`src/sv/csu_pkg.sv`:
```
// shared types and constants for the can signal unpack block
`timescale 1ns / 1ps

package csu_pkg;

  localparam int unsigned FRAME_BYTES_DEF = 8;
  localparam int unsigned DATA_W          = 64;
  localparam int unsigned PADDR_W         = 6;
  localparam int unsigned PDATA_W         = 64;
  localparam int unsigned SCALE_W         = 32;
  localparam int unsigned OFFSET_W        = 48;
  localparam int unsigned REG_IDX_W       = 3;

  typedef enum logic [REG_IDX_W-1:0] {
    REG_START_BIT    = 3'd0,
    REG_BIT_LENGTH   = 3'd1,
    REG_BIG_ENDIAN   = 3'd2,
    REG_SIGNED_VALUE = 3'd3,
    REG_SCALE_FACTOR = 3'd4,
    REG_OFFSET_VALUE = 3'd5
  } reg_idx_e;

  localparam logic [5:0]          START_BIT_RST  = 6'd0;
  localparam logic [6:0]          BIT_LENGTH_RST = 7'd8;
  localparam logic [SCALE_W-1:0]  SCALE_RST      = 32'h0100_0000;
  localparam logic [OFFSET_W-1:0] OFFSET_RST     = '0;

  typedef struct packed {
    logic [5:0] start_bit;
    logic [6:0] bit_length;
    logic       big_endian;
    logic       signed_value;
  } cfg_t;

endpackage

```
`src/sv/csu_phys.sv`:
```
// partial product sum, rounding to q.16, offset and saturation
`timescale 1ns / 1ps

module csu_phys (
  input  logic signed [64:0]                pp_lo_i,
  input  logic signed [64:0]                pp_hi_i,
  input  logic [csu_pkg::OFFSET_W-1:0]      offset_i,
  output logic [csu_pkg::DATA_W-1:0]        phys_o,
  output logic                              sat_o
);
  import csu_pkg::*;

  logic [96:0] t_hi;
  logic [96:0] t_lo;
  logic [96:0] t_off;
  logic [96:0] t_sum;
  logic [88:0] q;

  always_comb begin
    t_hi  = {pp_hi_i, 32'd0};
    t_lo  = {{32{pp_lo_i[64]}}, pp_lo_i};
    // offset lifted to q.24 so the round and the offset share one add
    t_off = {{41{offset_i[OFFSET_W-1]}}, offset_i, 8'd0};
    t_sum = t_hi + t_lo + t_off + 97'd128;
    q     = t_sum[96:8];

    sat_o = (q[88:63] != {26{q[63]}});
    if (sat_o) begin
      phys_o = q[88] ? {1'b1, 63'd0} : {1'b0, {63{1'b1}}};
    end else begin
      phys_o = q[63:0];
    end
  end

endmodule

```
`config.mk`:
```
export PLATFORM = sky130hd
export DESIGN_NAME = csu_phys
export DESIGN_NICKNAME = d
export VERILOG_FILES = /design/src/sv/csu_pkg.sv /design/src/sv/csu_phys.sv
export SDC_FILE = /design/constraint.sdc
export NUM_CORES = 1
export LEC_CHECK = 0
export ABC_AREA = 1
export BUFFER_PORTS_ARGS = -buffer_cell sky130_fd_sc_hd__buf_2
export CAP_MARGIN = 20
export CELL_PAD_IN_SITES_DETAIL_PLACEMENT = 1
export CELL_PAD_IN_SITES_GLOBAL_PLACEMENT = 2
export CORE_MARGIN = 1
export CORE_UTILIZATION = 25
export DETAILED_ROUTE_END_ITERATION = 8
export PLACE_DENSITY_LB_ADDON = 0.1
export SLEW_MARGIN = 30
export SYNTH_ARGS = -nofsm -noshare
export SYNTH_HDL_FRONTEND = slang
export SYNTH_SLANG_ARGS = --single-unit
```
`constraint.sdc`:
```
create_clock -name vclk -period 5.06
set_input_delay 1.265 -clock vclk [all_inputs]
set_output_delay 1.265 -clock vclk [all_outputs]
set_load 0.02 [all_outputs]
```
==> results.tsv <==
stage	metric	value	unit
sta	fin crit period	6.29	ns
floorplanning	Total Die Area	44900	sq um
sta	Slew headroom	71.0	%
grt	first-pass GRT wire length	94.8	mm
synthesis	Post-Synth Adder-Cell Area	24.5	%
outcome	status	complete, but fails checks	
place	Post-DP HPWL	54.7	mm
setup_path	CP Launch Type	input port	
detailed_routing	DR iter-0 viols	715	
layout	Net count, final	3088	
layout	Layout Area Growth over Synthesis	79.6	%
grt	initial antenna violation count	3	
layout	sequential cell count	0	
sta	Slew @ Worst Pin	0.432	ns
synthesis	Ys Warns	0	
sta	unrepaired setup endpoints after global routing	yes	
place	Placed Area	16200	sq um
place	DP Cell Count	3261	
power_and_ir_drop	peak supply drop	0.211	mV
synthesis	count of unique library cells instantiated by Yosys	37	
layout	clk_buf instances	0	
synthesis	post-synthesis compound-gate area fraction	7.18	%
floorplanning	Die Y	212	microns
power_and_ir_drop	pwr dens	283	nW/um^2
sta	final setup fails	65	
floorplanning	io pins	243	
layout	design area	19800	sq um
setup_path	Worst Path Required	3.80	ns
synthesis	sequential fraction of the synthesis area	0	%
detailed_routing	DR vias	15500	
detailed_routing	Vias/cell	4.69	
layout	layout cells sized above 1	45.9	%
place	pre-CTS setup slack	-1.58	ns
floorplanning	die width	212	microns
detailed_routing	DRT Wirelength	67.7	mm
layout	final core utilization	45.7	%
setup_path	Crit. End Element	output pin	
power_and_ir_drop	Tot Pwr	5.60	mW
synthesis	area of the mapped netlist	11000	sq um
floorplanning	Core Box Area	43300	sq um
sta	setup TNS	-76.83	ns
synthesis	largest family of logic cells by synthesized area	simple AND/OR/NAND/NOR gates	
sta	Final Hold Fails	0	
setup_path	CP arrival	5.02	ns
place	GPL Wtd Cong	0.929	
layout	Non-Filler Instances	3317	
detailed_routing	antenna-violating nets left	0	
layout	Reg area	0	sq um
detailed_routing	drt first pass iters	5	
outcome	failing checks	setup timing	
synthesis	Mean Syn Cell Area	5.28	sq um
grt	Tot GR Track Use	28.6	%
setup_path	crit path from	offset_i[47]	
sta	Max Clock Freq	159	MHz
sta	crit share post-route	124	%
job	maxcap violations	0	
synthesis	Mapped Cells	2084	
floorplanning	initial core utilization	25.5	%
detailed_routing	WL/cell	20.4	microns
setup_path	CP Max Fanout	8	
grt	vias in the first global route	16000	
grt	largest net degree at the start of global routing	33	
setup_path	crit path kind	in2out	
place	port bufs	236	
synthesis	mux cell area share after synthesis	0	%
worst_hold_path	Hold Path Depth	5	
sta	fin worst setup slack	-1.23	ns
detailed_routing	drt drc	0	
grt	GR Overflow Total	0	
synthesis	net count after synthesis	2439	
synthesis	Simple-Gate Fraction of Synth Area	47.8	%
power_and_ir_drop	Leak	10.5	nW
synthesis	XOR/XNOR share of the synthesized area	5.09	%
sta	Slew Viols, Final	0	
worst_hold_path	Hold Crit Class	in2out	
floorplanning	placement row count	76	
sta	WHS	2.99	ns
worst_hold_path	worst hold start	pp_lo_i[7]	
==> kinds of logic after synthesis <==
group | after synthesis
AOI/OAI and AO/OA | 145
xor gates and xnor gates | 64
adders and majority gates | 177
buffers and inverters | 417
and+or+nand+nor | 1281
==> power by group <==
part	leakage (nW)	switching [mW]	internal [mW]
sequential	0	0	0
combinational	10.5	3.19	2.40
clock	0.00000328	0	0.00000000415
==> Yosys cell counts, types with 12 or more instances <==
cell type / count / share of area [%]
o21ai_0: 23 / 1.0
fa_1: 65 / 12
a21oi_1: 93 / 4.2
nor2_2: 12 / 0.68
xor2_1: 46 / 3.7
xnor2_1: 18 / 1.4
nor2_1: 184 / 6.3
o21bai_1: 17 / 1.2
nand3_1: 143 / 6.5
ha_1: 112 / 13
nand4_1: 12 / 0.68
inv_1: 386 / 13
nand2_1: 874 / 30
nand2_2: 13 / 0.74
==> per-layer routing <==
layer  vias to the layer above  share of wire (%)  wire length [microns]  global-route usage (%)
li1                       7651                  -                      -                       -
met1                      7498                 48                  32200                    40.6
met2                       339                 46                  31200                    47.7
met3                        51                4.6                   3080                    2.33
met4                         2                1.8                   1240                    4.22
met5                         -              0.019                     13                       0
==> cell type report <==
| class | count | area [sq um] |
|---|---|---|
| Multi-Input combinational cell | 1669 | 12100 |
| Antenna cell | 1 | 2.50 |
| Timing Repair Buffer | 665 | 5440 |
| Fill cell | 5710 | 23500 |
| Tap cell | 585 | 732 |
| Inverter | 397 | 1510 |
==> worst max-delay path, cell delays in order <==
cell and delay [ns]:
buf_16 0.13, buf_16 0.14, fa_2 0.57, ha_4 0.21, nand2_2 0.10, nor2_4 0.04
inv_1 0.09, buf_4 0.14, nor2_4 0.04, buf_4 0.14, o21ai_1 0.08, nand3_1 0.14
a21oi_2 0.22, nand3b_1 0.31, nand3_1 0.22, nand3_2 0.11, nor2_4 0.14, inv_2 0.07
nor2_8 0.12, buf_12 0.18, clkbuf_16 0.22, nand3_1 0.10, nand2_2 0.09, buf_6 0.11
==> final timing paths <==
kind / endpoint / slack, ns
min: phys_o[0] / 2.99
max: phys_o[18] / -1.23
==> cells in the final DEF (no fill, tap or decap), types with 8 or more instances in the layout <==
cell        n
nand2_4    42
fa_1       56
fa_2        9
nand4_1    12
nand2_8     9
nand2_1   659
nand3_2    35
buf_16     12
nor2_4     48
a21oi_1    36
a21oi_2    52
o21ai_0    11
o21bai_1   11
ha_4       59
nor3_4      9
a31oi_1     8
buf_4     383
nand3_1   105
inv_1     351
buf_2     172
buf_6      67
nor2_1     81
buf_12     17
nor2_2     67
nand2_2   180
ha_1       53
inv_2      40
o21ai_1     8
xnor2_1    18
xor2_1     46
nand3b_1   11
==> timing repair <==
action / 4_1_cts / 5_1_grt
setup buffers: 18 / 19
endpoints found under the setup margin: 65 / 65
pin swaps: 101 / 136
gates resized for setup: 447 / 307
gates cloned: 13 / 9
hold buffers: 0 / 0
Note: power is estimated with default switching activity, not from simulation.
